==> src/sv/tcp_keepalive_batcher_top_defines.svh <==
// Assertion macros shared by the keepalive batcher RTL.
`ifndef TCP_KEEPALIVE_BATCHER_TOP_DEFINES_SVH
`define TCP_KEEPALIVE_BATCHER_TOP_DEFINES_SVH

`ifndef ASSERT_OFF

// Property that must hold at every clock edge outside reset.
`define TKB_ASSERT(lbl, prop, msg) \
  lbl: assert property (@(posedge clk_i) disable iff (!rst_ni) (prop)) else $error(msg);

// Condition that must never be true outside reset.
`define TKB_ASSERT_NEVER(lbl, cond, msg) \
  lbl: assert property (@(posedge clk_i) disable iff (!rst_ni) !(cond)) else $error(msg);

`else

`define TKB_ASSERT(lbl, prop, msg)
`define TKB_ASSERT_NEVER(lbl, cond, msg)

`endif

`endif

==> src/sv/tkb_pkg.sv <==
// Types, constants and control structs of the keepalive batcher.
package tkb_pkg;

  localparam int unsigned QUEUE_DEPTH_DEF = 20;
  localparam int unsigned TAG_BITS_DEF    = 16;

  localparam logic [7:0] MAX_INTERVAL = 8'd180;
  localparam logic [7:0] PROTO_TCP    = 8'd6;
  localparam logic [3:0] IP_V4        = 4'd4;
  localparam logic [3:0] IP_V6        = 4'd6;

  localparam logic [7:0] REG_ENABLED  = 8'd0;
  localparam logic [7:0] REG_INTERVAL = 8'd1;

  typedef enum logic [2:0] {
    CMD_OUT    = 3'd0,
    CMD_IN     = 3'd1,
    CMD_TICK   = 3'd2,
    CMD_DFLUSH = 3'd3,
    CMD_ACK    = 3'd4
  } cmd_e;

  typedef enum logic [1:0] {
    ACT_PASS    = 2'd0,
    ACT_HOLD    = 2'd1,
    ACT_RELEASE = 2'd2
  } action_e;

  typedef enum logic [1:0] {
    NTF_NONE,
    NTF_NOW,
    NTF_TICK
  } notify_e;

  typedef enum logic [2:0] {
    ST_IDLE,
    ST_DECIDE,
    ST_RD,
    ST_LD,
    ST_CUR
  } state_e;

  // Commands from the controller to the datapath.
  typedef struct packed {
    logic    in_ready;
    logic    now_inc;
    logic    timer_dec;
    logic    hold;
    logic    wake_clear;
    logic    flush_start;
    notify_e notify;
    logic    rd_issue;
    logic    rel_load;
    logic    rel_last;
    logic    cur_load;
    action_e cur_action;
  } dp_cmd_t;

  // Status from the datapath to the controller.
  typedef struct packed {
    logic in_valid;
    cmd_e cmd;
    logic enabled;
    logic keepalive;
    logic full;
    logic timer_run;
    logic timer_expire;
    logic count_zero;
    logic count_one;
    logic out_free;
  } dp_sts_t;

endpackage

==> src/sv/tkb_if.sv <==
// Handshake channel interfaces: packet/command input, result output, register writes.
interface tkb_in_if;
  logic        valid;
  logic        ready;
  logic [2:0]  cmd;
  logic [3:0]  ip_version;
  logic [15:0] ip_length;
  logic [3:0]  ip_header_words;
  logic [7:0]  ip_protocol;
  logic [3:0]  tcp_header_words;
  logic [7:0]  tcp_flag_bits;
  logic [31:0] seq_number;
  logic [31:0] sock_next_seq;
  logic        has_socket;
  logic [15:0] packet_tag;

  modport source (
    output valid, cmd, ip_version, ip_length, ip_header_words, ip_protocol,
           tcp_header_words, tcp_flag_bits, seq_number, sock_next_seq,
           has_socket, packet_tag,
    input  ready
  );
  modport sink (
    input  valid, cmd, ip_version, ip_length, ip_header_words, ip_protocol,
           tcp_header_words, tcp_flag_bits, seq_number, sock_next_seq,
           has_socket, packet_tag,
    output ready
  );
endinterface

interface tkb_out_if;
  logic        valid;
  logic        ready;
  logic [1:0]  action;
  logic [15:0] tag;
  logic        wake_daemon;
  logic [4:0]  held_count;
  logic        last;

  modport source (output valid, action, tag, wake_daemon, held_count, last, input ready);
  modport sink (input valid, action, tag, wake_daemon, held_count, last, output ready);
endinterface

interface tkb_cfg_if;
  logic       valid;
  logic       ready;
  logic [7:0] index;
  logic [7:0] data;

  modport source (output valid, index, data, input ready);
  modport sink (input valid, index, data, output ready);
endinterface

==> src/sv/tkb_ram.sv <==
// Generic single-write, single-read RAM with registered read data.
module tkb_ram #(
  parameter int unsigned WIDTH = 16,
  parameter int unsigned DEPTH = 20,
  localparam int unsigned AW = (DEPTH > 1) ? $clog2(DEPTH) : 1
) (
  input  logic             clk_i,
  input  logic             we_i,
  input  logic [AW-1:0]    waddr_i,
  input  logic [WIDTH-1:0] wdata_i,
  input  logic             re_i,
  input  logic [AW-1:0]    raddr_i,
  output logic [WIDTH-1:0] rdata_o
);

  logic [WIDTH-1:0] mem_q [DEPTH];
  logic [WIDTH-1:0] rdata_q;

  always_ff @(posedge clk_i) begin
    if (we_i) begin
      mem_q[waddr_i] <= wdata_i;
    end
    if (re_i) begin
      rdata_q <= mem_q[raddr_i];
    end
  end

  assign rdata_o = rdata_q;

endmodule

==> src/sv/tkb_dp.sv <==
// Datapath: input capture, classification, queue, timers, wake flag and output register.
module tkb_dp import tkb_pkg::*; #(
  parameter int unsigned QUEUE_DEPTH = QUEUE_DEPTH_DEF,
  parameter int unsigned TAG_BITS    = TAG_BITS_DEF
) (
  input  logic    clk_i,
  input  logic    rst_ni,
  tkb_in_if.sink  in_i,
  tkb_cfg_if.sink cfg_i,
  tkb_out_if.source out_o,
  input  dp_cmd_t cmd_i,
  output dp_sts_t sts_o
);

  localparam int unsigned AW = (QUEUE_DEPTH > 1) ? $clog2(QUEUE_DEPTH) : 1;
  localparam int unsigned CW = $clog2(QUEUE_DEPTH + 1);
  localparam int unsigned SW = (TAG_BITS < 16) ? TAG_BITS : 16;

  // Captured input item.
  logic [2:0]  cmd_q;
  logic [3:0]  ver_q;
  logic [15:0] len_q;
  logic [3:0]  ihw_q;
  logic [7:0]  proto_q;
  logic [3:0]  thw_q;
  logic [7:0]  flags_q;
  logic [31:0] seq_q;
  logic [31:0] nxt_q;
  logic        sock_q;
  logic [SW-1:0] tag_q;

  // Block state.
  logic          enabled_q, enabled_d;
  logic [7:0]    interval_q, interval_d;
  logic [CW-1:0] count_q, count_d;
  logic [AW-1:0] idx_q, idx_d;
  logic [31:0]   now_q, now_d;
  logic [31:0]   last_wake_q, last_wake_d;
  logic          wake_q, wake_d;
  logic          timer_run_q, timer_run_d;
  logic [7:0]    timer_left_q, timer_left_d;

  // Output register.
  logic          out_valid_q, out_valid_d;
  logic [1:0]    out_action_q;
  logic [SW-1:0] out_tag_q;
  logic          out_wake_q;
  logic [CW-1:0] out_count_q;
  logic          out_last_q;

  logic          capture;
  logic          out_free;
  logic [SW-1:0] ram_rdata;
  logic [17:0]   pay_len;
  logic          keepalive;
  logic [31:0]   wake_diff;
  logic          wake_fire;
  logic [SW+15:0] out_tag_ext;
  logic [CW+4:0]  out_count_ext;
  logic [16+SW-1:0] in_tag_ext;

  assign capture  = in_i.valid && cmd_i.in_ready;
  assign out_free = !out_valid_q || out_o.ready;
  assign in_i.ready  = cmd_i.in_ready;
  assign cfg_i.ready = 1'b1;

  // Payload length: IPv4 drops both headers, IPv6 only the TCP header.
  always_comb begin
    pay_len = {2'b00, len_q} - {12'd0, thw_q, 2'b00};
    if (ver_q == IP_V4) begin
      pay_len = pay_len - {12'd0, ihw_q, 2'b00};
    end
  end

  assign keepalive = ((ver_q == IP_V4) || (ver_q == IP_V6)) && (proto_q == PROTO_TCP) &&
                     sock_q && flags_q[4] && (flags_q[2:0] == 3'b000) &&
                     (pay_len[17:1] == 17'd0) && (32'(seq_q + 32'd1) == nxt_q);

  // A tick flush judges the spacing against the incremented time.
  assign wake_diff = now_q - last_wake_q;
  always_comb begin
    case (cmd_i.notify)
      NTF_NOW:  wake_fire = wake_diff > {24'd0, interval_q};
      NTF_TICK: wake_fire = (wake_diff >= {24'd0, interval_q}) && (wake_diff != '1);
      default:  wake_fire = 1'b0;
    endcase
  end

  always_comb begin
    enabled_d    = enabled_q;
    interval_d   = interval_q;
    count_d      = count_q;
    idx_d        = idx_q;
    now_d        = now_q;
    last_wake_d  = last_wake_q;
    wake_d       = wake_q;
    timer_run_d  = timer_run_q;
    timer_left_d = timer_left_q;

    if (cmd_i.now_inc) begin
      now_d = now_q + 32'd1;
    end
    if (cmd_i.timer_dec) begin
      timer_left_d = timer_left_q - 8'd1;
    end
    if (cmd_i.wake_clear) begin
      wake_d = 1'b0;
    end
    if (cmd_i.hold) begin
      count_d = count_q + CW'(1);
      if (!timer_run_q) begin
        timer_run_d  = 1'b1;
        timer_left_d = interval_q;
      end
    end
    if (cmd_i.flush_start) begin
      idx_d        = '0;
      timer_run_d  = 1'b0;
      timer_left_d = 8'd0;
      if (wake_fire) begin
        wake_d      = 1'b1;
        last_wake_d = (cmd_i.notify == NTF_TICK) ? now_q + 32'd1 : now_q;
      end
    end
    if (cmd_i.rel_load) begin
      count_d = count_q - CW'(1);
      idx_d   = idx_q + AW'(1);
    end

    if (cfg_i.valid) begin
      if (cfg_i.index == REG_ENABLED) begin
        enabled_d = cfg_i.data[0];
        if (!cfg_i.data[0]) begin
          wake_d      = 1'b0;
          last_wake_d = 32'd0;
        end
      end else if (cfg_i.index == REG_INTERVAL) begin
        if (cfg_i.data != 8'd0) begin
          interval_d = (cfg_i.data > MAX_INTERVAL) ? MAX_INTERVAL : cfg_i.data;
        end
      end
    end
  end

  always_comb begin
    out_valid_d = out_valid_q;
    if (out_valid_q && out_o.ready) begin
      out_valid_d = 1'b0;
    end
    if (cmd_i.rel_load || cmd_i.cur_load) begin
      out_valid_d = 1'b1;
    end
  end

  always_ff @(posedge clk_i or negedge rst_ni) begin
    if (!rst_ni) begin
      enabled_q    <= 1'b0;
      interval_q   <= MAX_INTERVAL;
      count_q      <= '0;
      idx_q        <= '0;
      now_q        <= 32'd0;
      last_wake_q  <= 32'd0;
      wake_q       <= 1'b0;
      timer_run_q  <= 1'b0;
      timer_left_q <= 8'd0;
      out_valid_q  <= 1'b0;
    end else begin
      enabled_q    <= enabled_d;
      interval_q   <= interval_d;
      count_q      <= count_d;
      idx_q        <= idx_d;
      now_q        <= now_d;
      last_wake_q  <= last_wake_d;
      wake_q       <= wake_d;
      timer_run_q  <= timer_run_d;
      timer_left_q <= timer_left_d;
      out_valid_q  <= out_valid_d;
    end
  end

  assign in_tag_ext = {{SW{1'b0}}, in_i.packet_tag};

  always_ff @(posedge clk_i) begin
    if (capture) begin
      cmd_q   <= in_i.cmd;
      ver_q   <= in_i.ip_version;
      len_q   <= in_i.ip_length;
      ihw_q   <= in_i.ip_header_words;
      proto_q <= in_i.ip_protocol;
      thw_q   <= in_i.tcp_header_words;
      flags_q <= in_i.tcp_flag_bits;
      seq_q   <= in_i.seq_number;
      nxt_q   <= in_i.sock_next_seq;
      sock_q  <= in_i.has_socket;
      tag_q   <= in_tag_ext[SW-1:0];
    end
    if (cmd_i.rel_load) begin
      out_action_q <= ACT_RELEASE;
      out_tag_q    <= ram_rdata;
      out_wake_q   <= wake_q;
      out_count_q  <= count_q - CW'(1);
      out_last_q   <= cmd_i.rel_last;
    end else if (cmd_i.cur_load) begin
      out_action_q <= cmd_i.cur_action;
      out_tag_q    <= tag_q;
      out_wake_q   <= wake_q;
      out_count_q  <= count_q;
      out_last_q   <= 1'b1;
    end
  end

  tkb_ram #(
    .WIDTH (SW),
    .DEPTH (QUEUE_DEPTH)
  ) u_queue (
    .clk_i   (clk_i),
    .we_i    (cmd_i.hold),
    .waddr_i (count_q[AW-1:0]),
    .wdata_i (tag_q),
    .re_i    (cmd_i.rd_issue),
    .raddr_i (idx_q),
    .rdata_o (ram_rdata)
  );

  assign out_tag_ext   = {16'd0, out_tag_q};
  assign out_count_ext = {5'd0, out_count_q};

  assign out_o.valid       = out_valid_q;
  assign out_o.action      = out_action_q;
  assign out_o.tag         = out_tag_ext[15:0];
  assign out_o.wake_daemon = out_wake_q;
  assign out_o.held_count  = out_count_ext[4:0];
  assign out_o.last        = out_last_q;

  assign sts_o.in_valid     = in_i.valid;
  assign sts_o.cmd          = cmd_e'(cmd_q);
  assign sts_o.enabled      = enabled_q;
  assign sts_o.keepalive    = keepalive;
  assign sts_o.full         = count_q >= CW'(QUEUE_DEPTH);
  assign sts_o.timer_run    = timer_run_q;
  assign sts_o.timer_expire = timer_left_q <= 8'd1;
  assign sts_o.count_zero   = count_q == '0;
  assign sts_o.count_one    = count_q == CW'(1);
  assign sts_o.out_free     = out_free;

endmodule

==> src/sv/tkb_ctrl.sv <==
// Controller state machine sequencing decisions, queue walks and result transfers.
module tkb_ctrl import tkb_pkg::*; (
  input  logic    clk_i,
  input  logic    rst_ni,
  input  dp_sts_t sts_i,
  output dp_cmd_t cmd_o
);

  state_e state_q, state_d;
  logic   pass_after_q, pass_after_d;
  logic   hold_q, hold_d;

  // Next state and the per-item flags.
  always_comb begin
    state_d      = state_q;
    pass_after_d = pass_after_q;
    hold_d       = hold_q;
    unique case (state_q)
      ST_IDLE: begin
        if (sts_i.in_valid) begin
          state_d = ST_DECIDE;
        end
      end
      ST_DECIDE: begin
        pass_after_d = 1'b0;
        hold_d       = 1'b0;
        state_d      = ST_IDLE;
        case (sts_i.cmd)
          CMD_OUT: begin
            if (!sts_i.enabled) begin
              state_d = ST_CUR;
            end else if (sts_i.full || !sts_i.keepalive) begin
              pass_after_d = 1'b1;
              state_d      = sts_i.count_zero ? ST_CUR : ST_RD;
            end else begin
              hold_d  = 1'b1;
              state_d = ST_CUR;
            end
          end
          CMD_IN: begin
            if (sts_i.enabled && !sts_i.count_zero) begin
              state_d = ST_RD;
            end
          end
          CMD_TICK: begin
            if (sts_i.timer_run && sts_i.timer_expire && !sts_i.count_zero) begin
              state_d = ST_RD;
            end
          end
          CMD_DFLUSH: begin
            if (!sts_i.count_zero) begin
              state_d = ST_RD;
            end
          end
          default: state_d = ST_IDLE;
        endcase
      end
      ST_RD: state_d = ST_LD;
      ST_LD: begin
        if (sts_i.out_free) begin
          if (sts_i.count_one) begin
            state_d = pass_after_q ? ST_CUR : ST_IDLE;
          end else begin
            state_d = ST_RD;
          end
        end
      end
      ST_CUR: begin
        if (sts_i.out_free) begin
          state_d = ST_IDLE;
        end
      end
      default: state_d = ST_IDLE;
    endcase
  end

  // Commands to the datapath.
  always_comb begin
    cmd_o = '0;
    cmd_o.notify     = NTF_NONE;
    cmd_o.cur_action = ACT_PASS;
    unique case (state_q)
      ST_IDLE: cmd_o.in_ready = 1'b1;
      ST_DECIDE: begin
        case (sts_i.cmd)
          CMD_OUT: begin
            if (sts_i.enabled) begin
              if (sts_i.full || !sts_i.keepalive) begin
                cmd_o.flush_start = 1'b1;
                cmd_o.notify      = NTF_NOW;
              end else begin
                cmd_o.hold = 1'b1;
              end
            end
          end
          CMD_IN: begin
            if (sts_i.enabled) begin
              cmd_o.flush_start = 1'b1;
              cmd_o.notify      = NTF_NOW;
            end
          end
          CMD_TICK: begin
            cmd_o.now_inc = 1'b1;
            if (sts_i.timer_run) begin
              if (sts_i.timer_expire) begin
                cmd_o.flush_start = 1'b1;
                cmd_o.notify      = NTF_TICK;
              end else begin
                cmd_o.timer_dec = 1'b1;
              end
            end
          end
          CMD_DFLUSH: cmd_o.flush_start = 1'b1;
          CMD_ACK:    cmd_o.wake_clear  = 1'b1;
          default: ;
        endcase
      end
      ST_RD: cmd_o.rd_issue = 1'b1;
      ST_LD: begin
        cmd_o.rel_load = sts_i.out_free;
        cmd_o.rel_last = sts_i.count_one && !pass_after_q;
      end
      ST_CUR: begin
        cmd_o.cur_load   = sts_i.out_free;
        cmd_o.cur_action = hold_q ? ACT_HOLD : ACT_PASS;
      end
      default: ;
    endcase
  end

  always_ff @(posedge clk_i or negedge rst_ni) begin
    if (!rst_ni) begin
      state_q      <= ST_IDLE;
      pass_after_q <= 1'b0;
      hold_q       <= 1'b0;
    end else begin
      state_q      <= state_d;
      pass_after_q <= pass_after_d;
      hold_q       <= hold_d;
    end
  end

endmodule

==> src/sv/tcp_keepalive_batcher_top.sv <==
// Top level of the TCP keepalive batcher: controller, datapath and assertions.
//
// in_i carries one command per transfer: an outgoing or incoming packet header,
// a one-second tick, a daemon flush or a daemon acknowledge. out_o carries the
// results: pass or hold for the current packet and one release per queued tag,
// the final result of each command marked by last. cfg_i writes the enabled
// and flush_interval registers and is always ready; write it only while idle.
// The decision is made in the cycle after a command's transfer, and a command
// that causes no result lets the next command transfer in the cycle after that.
// Results leave through one output register: a pass or hold is loaded into it
// from the ST_CUR state, and each released tag is first read from the queue
// RAM (registered read port) in ST_RD and then loaded into the output register
// in ST_LD; a flush releases every queued tag before any pass that follows.
// When the receiver stalls, the walk waits at the output register and the
// queue read data is held; nothing is dropped. Reset clears the counters,
// timer and wake flag, sets enabled to 0 and flush_interval to 180; the queue
// RAM needs no clearing since only entries below the held count are read.
`include "tcp_keepalive_batcher_top_defines.svh"

module tcp_keepalive_batcher_top import tkb_pkg::*; #(
  parameter int unsigned QUEUE_DEPTH = QUEUE_DEPTH_DEF,
  parameter int unsigned TAG_BITS    = TAG_BITS_DEF
) (
  input  logic      clk_i,
  input  logic      rst_ni,
  tkb_in_if.sink    in_i,
  tkb_cfg_if.sink   cfg_i,
  tkb_out_if.source out_o
);

  // Commands and status between the controller and the datapath.
  dp_cmd_t dp_cmd;
  dp_sts_t dp_sts;

  tkb_ctrl u_ctrl (
    .clk_i  (clk_i),
    .rst_ni (rst_ni),
    .sts_i  (dp_sts),
    .cmd_o  (dp_cmd)
  );

  tkb_dp #(
    .QUEUE_DEPTH (QUEUE_DEPTH),
    .TAG_BITS    (TAG_BITS)
  ) u_dp (
    .clk_i  (clk_i),
    .rst_ni (rst_ni),
    .in_i   (in_i),
    .cfg_i  (cfg_i),
    .out_o  (out_o),
    .cmd_i  (dp_cmd),
    .sts_o  (dp_sts)
  );

  // Only one result can be loaded into the output register per cycle.
  `TKB_ASSERT_NEVER(a_one_load, dp_cmd.rel_load && dp_cmd.cur_load, "double output load")

  // A release is only loaded while the queue still holds a tag.
  `TKB_ASSERT(a_rel_nonempty, dp_cmd.rel_load |-> !dp_sts.count_zero, "release from empty queue")

  // A command transfer is always followed by a decision cycle that takes nothing.
  `TKB_ASSERT(a_one_item, (in_i.valid && in_i.ready) |=> !in_i.ready, "second item taken")

  // Loads only happen when the output register is free to take them.
  `TKB_ASSERT(a_load_free, (dp_cmd.rel_load || dp_cmd.cur_load) |-> dp_sts.out_free,
              "result overwrote a waiting result")

endmodule
==> src/flat_wrapper.sv <==
// flat-port wrapper written by rule: the top's interface ports become plain ports
module tcp_keepalive_batcher_top_flat import tkb_pkg::*;
#(
  parameter int unsigned QUEUE_DEPTH = QUEUE_DEPTH_DEF,
  parameter int unsigned TAG_BITS    = TAG_BITS_DEF
)
  (clk_i, rst_ni, in_i_valid, in_i_cmd, in_i_ip_version, in_i_ip_length, in_i_ip_header_words, in_i_ip_protocol, in_i_tcp_header_words, in_i_tcp_flag_bits, in_i_seq_number, in_i_sock_next_seq, in_i_has_socket, in_i_packet_tag, in_i_ready, cfg_i_valid, cfg_i_index, cfg_i_data, cfg_i_ready, out_o_valid, out_o_action, out_o_tag, out_o_wake_daemon, out_o_held_count, out_o_last, out_o_ready);
  tkb_in_if in_i_i ();
  tkb_cfg_if cfg_i_i ();
  tkb_out_if out_o_i ();
  input  logic clk_i;
  input  logic rst_ni;
  input wire logic [$bits(in_i_i.valid)-1:0] in_i_valid;
  input wire logic [$bits(in_i_i.cmd)-1:0] in_i_cmd;
  input wire logic [$bits(in_i_i.ip_version)-1:0] in_i_ip_version;
  input wire logic [$bits(in_i_i.ip_length)-1:0] in_i_ip_length;
  input wire logic [$bits(in_i_i.ip_header_words)-1:0] in_i_ip_header_words;
  input wire logic [$bits(in_i_i.ip_protocol)-1:0] in_i_ip_protocol;
  input wire logic [$bits(in_i_i.tcp_header_words)-1:0] in_i_tcp_header_words;
  input wire logic [$bits(in_i_i.tcp_flag_bits)-1:0] in_i_tcp_flag_bits;
  input wire logic [$bits(in_i_i.seq_number)-1:0] in_i_seq_number;
  input wire logic [$bits(in_i_i.sock_next_seq)-1:0] in_i_sock_next_seq;
  input wire logic [$bits(in_i_i.has_socket)-1:0] in_i_has_socket;
  input wire logic [$bits(in_i_i.packet_tag)-1:0] in_i_packet_tag;
  output wire logic [$bits(in_i_i.ready)-1:0] in_i_ready;
  input wire logic [$bits(cfg_i_i.valid)-1:0] cfg_i_valid;
  input wire logic [$bits(cfg_i_i.index)-1:0] cfg_i_index;
  input wire logic [$bits(cfg_i_i.data)-1:0] cfg_i_data;
  output wire logic [$bits(cfg_i_i.ready)-1:0] cfg_i_ready;
  output wire logic [$bits(out_o_i.valid)-1:0] out_o_valid;
  output wire logic [$bits(out_o_i.action)-1:0] out_o_action;
  output wire logic [$bits(out_o_i.tag)-1:0] out_o_tag;
  output wire logic [$bits(out_o_i.wake_daemon)-1:0] out_o_wake_daemon;
  output wire logic [$bits(out_o_i.held_count)-1:0] out_o_held_count;
  output wire logic [$bits(out_o_i.last)-1:0] out_o_last;
  input wire logic [$bits(out_o_i.ready)-1:0] out_o_ready;
  assign in_i_i.valid = in_i_valid;
  assign in_i_i.cmd = in_i_cmd;
  assign in_i_i.ip_version = in_i_ip_version;
  assign in_i_i.ip_length = in_i_ip_length;
  assign in_i_i.ip_header_words = in_i_ip_header_words;
  assign in_i_i.ip_protocol = in_i_ip_protocol;
  assign in_i_i.tcp_header_words = in_i_tcp_header_words;
  assign in_i_i.tcp_flag_bits = in_i_tcp_flag_bits;
  assign in_i_i.seq_number = in_i_seq_number;
  assign in_i_i.sock_next_seq = in_i_sock_next_seq;
  assign in_i_i.has_socket = in_i_has_socket;
  assign in_i_i.packet_tag = in_i_packet_tag;
  assign in_i_ready = in_i_i.ready;
  assign cfg_i_i.valid = cfg_i_valid;
  assign cfg_i_i.index = cfg_i_index;
  assign cfg_i_i.data = cfg_i_data;
  assign cfg_i_ready = cfg_i_i.ready;
  assign out_o_valid = out_o_i.valid;
  assign out_o_action = out_o_i.action;
  assign out_o_tag = out_o_i.tag;
  assign out_o_wake_daemon = out_o_i.wake_daemon;
  assign out_o_held_count = out_o_i.held_count;
  assign out_o_last = out_o_i.last;
  assign out_o_i.ready = out_o_ready;
  tcp_keepalive_batcher_top #(.QUEUE_DEPTH(QUEUE_DEPTH), .TAG_BITS(TAG_BITS)) u_core (.clk_i(clk_i), .rst_ni(rst_ni), .in_i(in_i_i), .cfg_i(cfg_i_i), .out_o(out_o_i));
endmodule
==> config.mk <==
export PLATFORM = sky130hd
export DESIGN_NAME = tcp_keepalive_batcher_top_flat
export DESIGN_NICKNAME = d
export VERILOG_FILES = /design/src/sv/tkb_pkg.sv /design/src/sv/tkb_if.sv /design/src/sv/tkb_ram.sv /design/src/sv/tkb_dp.sv /design/src/sv/tkb_ctrl.sv /design/src/sv/tcp_keepalive_batcher_top.sv /design/src/flat_wrapper.sv
export VERILOG_INCLUDE_DIRS = /design/src /design/src/sv
export SDC_FILE = /design/constraint.sdc
export NUM_CORES = 1
export LEC_CHECK = 0
export ABC_AREA = 1
export BUFFER_PORTS_ARGS = -buffer_cell sky130_fd_sc_hd__clkbuf_2
export CORE_AREA = 10 10 281 283
export CTS_CLUSTER_SIZE = 30
export DETAILED_ROUTE_END_ITERATION = 7
export DIE_AREA = 0 0 291 293
export PLACE_DENSITY = 0.63
export SKIP_CTS_REPAIR_TIMING = 1
export SLEW_MARGIN = 20
export SYNTH_ARGS = -nofsm -noshare
export SYNTH_HDL_FRONTEND = slang
export SYNTH_SLANG_ARGS = --single-unit
==> constraint.sdc <==
create_clock -name clk_i -period 7.4 [get_ports clk_i]
set_input_delay 0.37 -clock clk_i [delete_from_list [all_inputs] [get_ports clk_i]]
set_output_delay 0.37 -clock clk_i [all_outputs]
set_load 0.005 [all_outputs]
==> results.sh, run 1 <==
export IMPL_status="finished, final reports clean"
export IMPL_max_cap_violations=0
export IMPL_fin_ws_ns=2.26
export IMPL_grt_pass1_wl_um=117000
export IMPL_grt_pass1_vias=20830
export IMPL_synth_main_ff_cell="edfxtp_1"
export IMPL_drive_gt1_share_pct=10.3
export IMPL_port_buffers=170
export IMPL_synth_seq_area_share_pct=58.4
export IMPL_clk_path_buf_depth=3
export IMPL_ys_warn_count=0
export IMPL_clock_fmax_mhz=195
export IMPL_endpoint_kind="register"
export IMPL_synth_edf_count=482
export IMPL_synthToLayoutAreaGrowth_pct=18.3
export IMPL_wl_per_cell_um=16.9
export IMPL_r2r_start="u_core.u_dp.thw_q[0]"
export IMPL_final_area_mm2=0.0344
export IMPL_layout_min_cycle_time_ns=5.14
export IMPL_hold_depth=3
export IMPL_nNetsFinal=3662
export IMPL_postRouteAntennaNets=0
export IMPL_vias_per_cell=4.98
export IMPL_ys_seq_elements=583
export IMPL_detailed_place_hpwl_um=50600
export IMPL_whs_endpoint="u_core.u_dp.interval_q[1]"
export IMPL_synth_async_reset_ratio_pct=17.0
export IMPL_synthCells=3149
export IMPL_start_util_pct=39.5
export IMPL_drv_slew=0
export IMPL_synthesis_area_mm2=0.0291
export IMPL_startpoint_type="register"
export IMPL_arrival_ns=5.68
export IMPL_coreArea_mm2=0.0736
export IMPL_die_y_um=293
export IMPL_setup_violations_final=0
export IMPL_ios=177
export IMPL_crit_fanout=65
export IMPL_worstPathRequired_ns=7.94
export IMPL_hold_viol_final=0
export IMPL_cts_sinks=583
export IMPL_clk_pin_slew_worst_paths_ns=0.06
export IMPL_tightest_slew_ns=1.04
export IMPL_cp_top_family="simple AND/OR/NAND/NOR gates"
export IMPL_p_leak_nw=14.5
export IMPL_fp_dieW_um=291
export IMPL_vdd_drop_max_v=0.000231
export IMPL_track_usage_pct=17.0
export IMPL_relSlewSlack_pct=30.9
export IMPL_dp_worst_setup_slack_ns=2.29
export IMPL_dpl_cell_area_mm2=0.0310
export IMPL_syn_num_nets=3362
export IMPL_gp_congestion=0.902
export IMPL_cts_tree="built"
export IMPL_dr_pass1_iters=7
export IMPL_critPathSlowestCell="buf_4"
export IMPL_std_cell_rows=100
export IMPL_syn_area_per_cell_um2=9.24
export IMPL_timing_setup_tns_ns=0
export IMPL_cts_buffers=66
export IMPL_antenna_found_initial=0
export IMPL_powerDensity_mw_per_mm2=334
export IMPL_cp_depth=31
export IMPL_overflow=0
export IMPL_dieArea_mm2=0.0853
export IMPL_synth_area_leaders="edfxtp_1 50%, nand2_1 9.7%, dfrtp_1 8.2%, nor2_1 6.1%, o21ai_0 5.1%"
export IMPL_critPathKind="reg -> reg"
export IMPL_slowest_delay_ns=0.44
export IMPL_grt_max_degree=95
export IMPL_n_antenna_cell=0
export IMPL_hp_start="cfg_i_data[1]"
export IMPL_synth_area_leader_cell="edfxtp_1"
export IMPL_drt_total_wl_um=75400
export IMPL_finalCritPeriodShare_pct=69.5
export IMPL_r2r_slack_ns=2.26
export IMPL_clk_latency_ns=0.63
export IMPL_synth_cell_types=53
export IMPL_drt_iter0_markers=1565
export IMPL_worst_path_most_repeated_cell="nand2_1"
export IMPL_post_route_drc_count=0
export IMPL_cp_num_buf_inv=4
export IMPL_synth_common_cells="752 x nand2_1, 482 x edfxtp_1, 470 x nor2_1"
export IMPL_synth_top_area_share_pct=49.8
export IMPL_rsz0062_at_grt="no"
export IMPL_reg2reg_depth=31
export IMPL_cts_htree_levels=3
export IMPL_hp_class="in -> reg"
export IMPL_skew_ns=0.0411
export IMPL_root_buffer="clkbuf_16"
export IMPL_yosys_cell_count_top_type="nand2_1"
export IMPL_r2r_end="u_core.u_dp.last_wake_q[19]"
export IMPL_via_count=22243
-- metrics by stage --
stage	power [mW]	instances	utilization, %	hold WS, ns
floorplan	7.15	3149	-	0.0744
global route	12.3	4470	46.8	0.0337
finish	11.5	4470	46.8	0.0267
global placement	8.21	4225	42.2	0.428
detailed placement	8.26	4225	42.2	0.431
CTS	11.5	4345	45.1	-0.233
-- where the power goes --
part / leakage (nW) / switching, mW / internal (mW) / total, mW
sequential: 5.72 / 0.283 / 4.00 / 4.29
clock: 1.02 / 1.39 / 1.78 / 3.17
combinational: 7.74 / 2.73 / 1.30 / 4.03
-- routing by layer --
metal	up-vias	wire length, um	global-route usage, %
met4	0	1870	5.18
met1	10409	33800	22.8
met3	112	4370	3.16
met5	-	0	0
met2	622	35300	27.7
li1	11100	-	-
-- flip-flops by register name (all words and copies together) (netlist names), 5 cells and up --
signal	flops
u_core.u_dp.u_queue.mem_q	320
u_core.u_dp.interval_q	8
u_core.u_dp.last_wake_q	32
u_core.u_dp.tag_q	16
u_core.u_dp.timer_left_q	8
u_core.u_dp.u_queue.rdata_o	16
u_core.u_dp.len_q	15
u_core.u_dp.count_q	5
u_core.u_dp.out_o.held_count	5
u_core.u_dp.out_o.tag	16
u_core.u_dp.idx_q	5
u_core.u_dp.now_q	32
u_core.u_dp.seq_q	32
u_core.u_dp.proto_q	8
u_core.u_dp.nxt_q	32
-- worst max-delay path by stage --
stage | from | to
detailed placement | u_core.u_dp.thw_q[0] | u_core.u_dp.last_wake_q[27]
CTS | u_core.u_dp.len_q[4] | u_core.u_dp.last_wake_q[21]
finish | u_core.u_dp.thw_q[0] | u_core.u_dp.last_wake_q[19]
floorplan | u_core.u_ctrl.state_q[2] | u_core.u_dp.cmd_q[0]
global placement | u_core.u_dp.len_q[2] | u_core.u_dp.last_wake_q[29]
global route | u_core.u_dp.len_q[4] | u_core.u_dp.last_wake_q[23]
-- cells by family after synthesis --
| group | after synthesis | synth area share [%] |
|---|---|---|
| compound gates | 451 | 8.34 |
| flops | 583 | 58.4 |
| xor+xnor | 97 | 2.92 |
| fa+ha+maj | 64 | 2.83 |
| buf+inv | 466 | 6.21 |
| other cells | 1 | 0.0129 |
| simple gates | 1487 | 21.3 |
-- placed cells by master, fill, tap and decap left out, types with 3 or more instances in the layout --
| cell | Yosys | routed |
|---|---|---|
| nand2_1 | 752 | 751 |
| edfxtp_1 | 482 | 482 |
| nor2_1 | 470 | 468 |
| inv_1 | 348 | 348 |
| o21ai_0 | 295 | 295 |
| clkbuf_2 | 0 | 169 |
| dlygate4sd3_1 | 0 | 125 |
| nand3_1 | 109 | 109 |
| o22ai_1 | 97 | 97 |
| dfrtp_1 | 95 | 93 |
| xor2_1 | 73 | 73 |
| clkbuf_16 | 0 | 67 |
| ha_1 | 61 | 61 |
| nand4_1 | 44 | 44 |
| a21oi_1 | 38 | 38 |
| buf_4 | 2 | 37 |
| nor3_1 | 34 | 34 |
| xnor2_1 | 24 | 24 |
| nand3b_1 | 19 | 19 |
| nor4_1 | 15 | 15 |
| clkbuf_1 | 79 | 15 |
| clkinv_2 | 0 | 14 |
| inv_2 | 13 | 12 |
| clkinv_1 | 6 | 12 |
| nor2_2 | 9 | 10 |
| nor2_4 | 5 | 6 |
| and2_1 | 5 | 5 |
| nor3_2 | 5 | 5 |
| o21bai_1 | 5 | 5 |
| o21ai_1 | 5 | 5 |
| or2_2 | 5 | 5 |
| clkinv_16 | 0 | 5 |
| clkinvlp_4 | 0 | 5 |
| clkbuf_8 | 0 | 5 |
| dfstp_2 | 4 | 4 |
| nand2_2 | 2 | 3 |
| nand3_2 | 3 | 3 |
| and3_1 | 3 | 3 |
| fa_1 | 3 | 3 |
-- layout make-up --
cell class | count | area [um2]
multi-input combinational | 2100 | 10300
clock inverter | 33 | 332
fill | 6907 | 39200
sequential | 583 | 17000
clock buffer | 87 | 1800
tap | 969 | 1210
timing repair buffer | 331 | 2370
inverter | 367 | 1380
-- tightest hold or removal path, delay by kind of cell --
family,cells,cell delay [ns]
and+or+nand+nor,1,0.07
buffers and inverters,1,0.10
AOI/OAI and AO/OA,1,0.07
Note: power is estimated with default switching activity, not from simulation.
==> run 2, diff against run 1 <==
clock period = 5.2 ns   (was 7.4 ns; I/O delays follow)
==> results.sh, run 2 (synthesis gave the netlist of run 1 again) <==
export IMPL_cp_num_buf_inv=4
export IMPL_ios=177
export IMPL_std_cell_rows=100
export IMPL_dieArea_mm2=0.0853
export IMPL_gp_congestion=0.901
export IMPL_critPathSlowestCell="nor2_1"
export IMPL_cts_buffers=66
export IMPL_cp_top_family="simple AND/OR/NAND/NOR gates"
export IMPL_cts_htree_levels=3
export IMPL_setup_violations_final=0
export IMPL_cts_tree="built"
export IMPL_relSlewSlack_pct=30.0
export IMPL_crit_fanout=16
export IMPL_tightest_slew_ns=1.05
export IMPL_fp_dieW_um=291
export IMPL_drv_slew=0
export IMPL_wl_per_cell_um=16.9
export IMPL_worst_path_most_repeated_cell="nand2_1"
export IMPL_worstPathRequired_ns=5.47
export IMPL_clk_latency_ns=0.62
export IMPL_grt_pass1_vias=21129
export IMPL_nNetsFinal=3674
export IMPL_violations="negative hold slack"
export IMPL_overflow=0
export IMPL_antenna_found_initial=2
export IMPL_track_usage_pct=17.0
export IMPL_timing_setup_tns_ns=0
export IMPL_layout_cells_most_common="nand2_1"
export IMPL_grt_max_degree=105
export IMPL_start_util_pct=39.5
export IMPL_post_route_drc_count=0
export IMPL_top_register="u_core.u_dp.u_queue.mem_q"
export IMPL_hold_ws_ns=-0.000515
export IMPL_coreArea_mm2=0.0736
export IMPL_drt_total_wl_um=75800
export IMPL_layout_min_cycle_time_ns=4.67
export IMPL_powerDensity_mw_per_mm2=475
export IMPL_max_cap_violations=0
export IMPL_skew_ns=0.0416
export IMPL_largest_reg_flops=320
export IMPL_p_leak_nw=14.5
export IMPL_drive_gt1_share_pct=10.2
export IMPL_slowest_delay_ns=0.44
export IMPL_clk_path_buf_depth=3
export IMPL_vdd_drop_max_v=0.000318
export IMPL_critPathKind="reg -> reg"
export IMPL_dr_pass1_iters=5
export IMPL_rsz0062_at_grt="no"
export IMPL_cts_sinks=583
export IMPL_die_y_um=293
export IMPL_fin_ws_ns=0.531
export IMPL_dpl_cell_area_mm2=0.0311
export IMPL_hold_viol_final=1
export IMPL_finalCritPeriodShare_pct=89.8
export IMPL_port_buffers=170
export IMPL_startpoint_type="register"
export IMPL_postRouteAntennaNets=0
export IMPL_root_buffer="clkbuf_16"
export IMPL_vias_per_cell=4.98
export IMPL_fillers=6844
export IMPL_final_area_mm2=0.0345
export IMPL_detailed_place_hpwl_um=51500
export IMPL_endpoint_kind="register"
export IMPL_clk_pin_slew_worst_paths_ns=0.06
export IMPL_dp_worst_setup_slack_ns=0.520
export IMPL_layout_common_cells="751 x nand2_1, 482 x edfxtp_1, 468 x nor2_1"
export IMPL_drt_iter0_markers=1632
export IMPL_synthToLayoutAreaGrowth_pct=18.7
export IMPL_arrival_ns=4.93
export IMPL_hp_class="in -> reg"
export IMPL_clock_fmax_mhz=214
export IMPL_status="finished with violations"
export IMPL_path_cells="inv_1 > ha_1 > fa_1 > inv_1 > nand2_1 > nand2_1 > inv_1 > ha_1 > a21oi_1 > nand2_1 > nand2_1 > nand3b_1 > nor2_1 > nand2_1 > nor2_1 > nand2_1 > a221oi_1 > nand4_1 > nor2_1 > nand3_1 > nor2_1 > buf_4"
export IMPL_via_count=22285
export IMPL_grt_pass1_wl_um=116000
## run 2: cell count changes in the layout (fill, tap and decap cells not counted), sizes merged
| cell | delta |
|---|---|
| buf | +5 |
| bufinv | +2 |
| clkbuf | +1 |
| clkinv | -6 |
| clkinvlp | -3 |
| diode | +2 |
| dlygate4sd3 | +7 |
| inv | +1 |
## run 2: worst register-to-register path: stages, from the launching register on
cell      delay (ns)
edfxtp_1        0.33
inv_1           0.04
ha_1            0.21
fa_1            0.38
inv_1           0.08
nand2_1         0.05
nand2_1         0.07
inv_1           0.04
ha_1            0.33
a21oi_1         0.20
nand2_1         0.07
nand2_1         0.08
nand3b_1        0.12
nor2_1          0.12
nand2_1         0.10
nor2_1          0.19
nand2_1         0.11
a221oi_1        0.31
nand4_1         0.17
nor2_1          0.44
nand3_1         0.41
nor2_1          0.19
buf_4           0.29
## run 2: power by group
part / switching, mW / internal [mW] / total (mW)
Combinational: 3.86 / 1.87 / 5.72
Clock: 1.92 / 2.62 / 4.53
Sequential: 0.444 / 5.70 / 6.14
## run 2: layout make-up
cell class	count	area (um2)	area share, %
inverters	367	1380	4.00
clock buffers	88	1800	5.20
well taps	969	1210	3.51
clock inverters	27	338	0.979
multi-input cells	2100	10300	29.8
diodes	2	5.00	0.0145
flip-flops and latches	583	17000	49.3
repair buffers	343	2480	7.19
## run 2: stage by stage
step / util [%] / instances / power (mW)
finish: 46.9 / 4479 / 16.4
global route: 46.9 / 4479 / 17.5
CTS: 45.1 / 4345 / 16.4
detailed placement: 42.2 / 4230 / 11.8
global placement: 42.2 / 4230 / 11.7
floorplan: - / 3149 / 10.2
## run 2: final timing paths
path                            cells after the start                 start                               end  slack (ns)
worst min register to register                      0    u_core.u_dp.wake_q     u_core.u_dp.out_o.wake_daemon        0.49
worst max-delay path                               22  u_core.u_dp.len_q[2]  u_core.u_dp.u_queue.mem_q[16][4]        0.53
max in group asynchronous                           3                rst_ni              u_core.u_dp.idx_q[0]        3.59
worst min-delay path                                3         cfg_i_data[0]         u_core.u_dp.interval_q[0]     -0.0005
worst max register to register                     22  u_core.u_dp.len_q[2]  u_core.u_dp.u_queue.mem_q[16][4]        0.53
min in group asynchronous                           2                rst_ni       u_core.u_dp.timer_left_q[5]        0.20
## run 2: layer usage
| layer | GRT usage (%) | vias up | share of wire (%) |
|---|---|---|---|
| met5 | 0 | - | 0 |
| met1 | 22.7 | 10468 | 45 |
| met3 | 2.60 | 108 | 5.4 |
| li1 | - | 11121 | - |
| met2 | 28.2 | 588 | 47 |
| met4 | 5.02 | 0 | 2.6 |
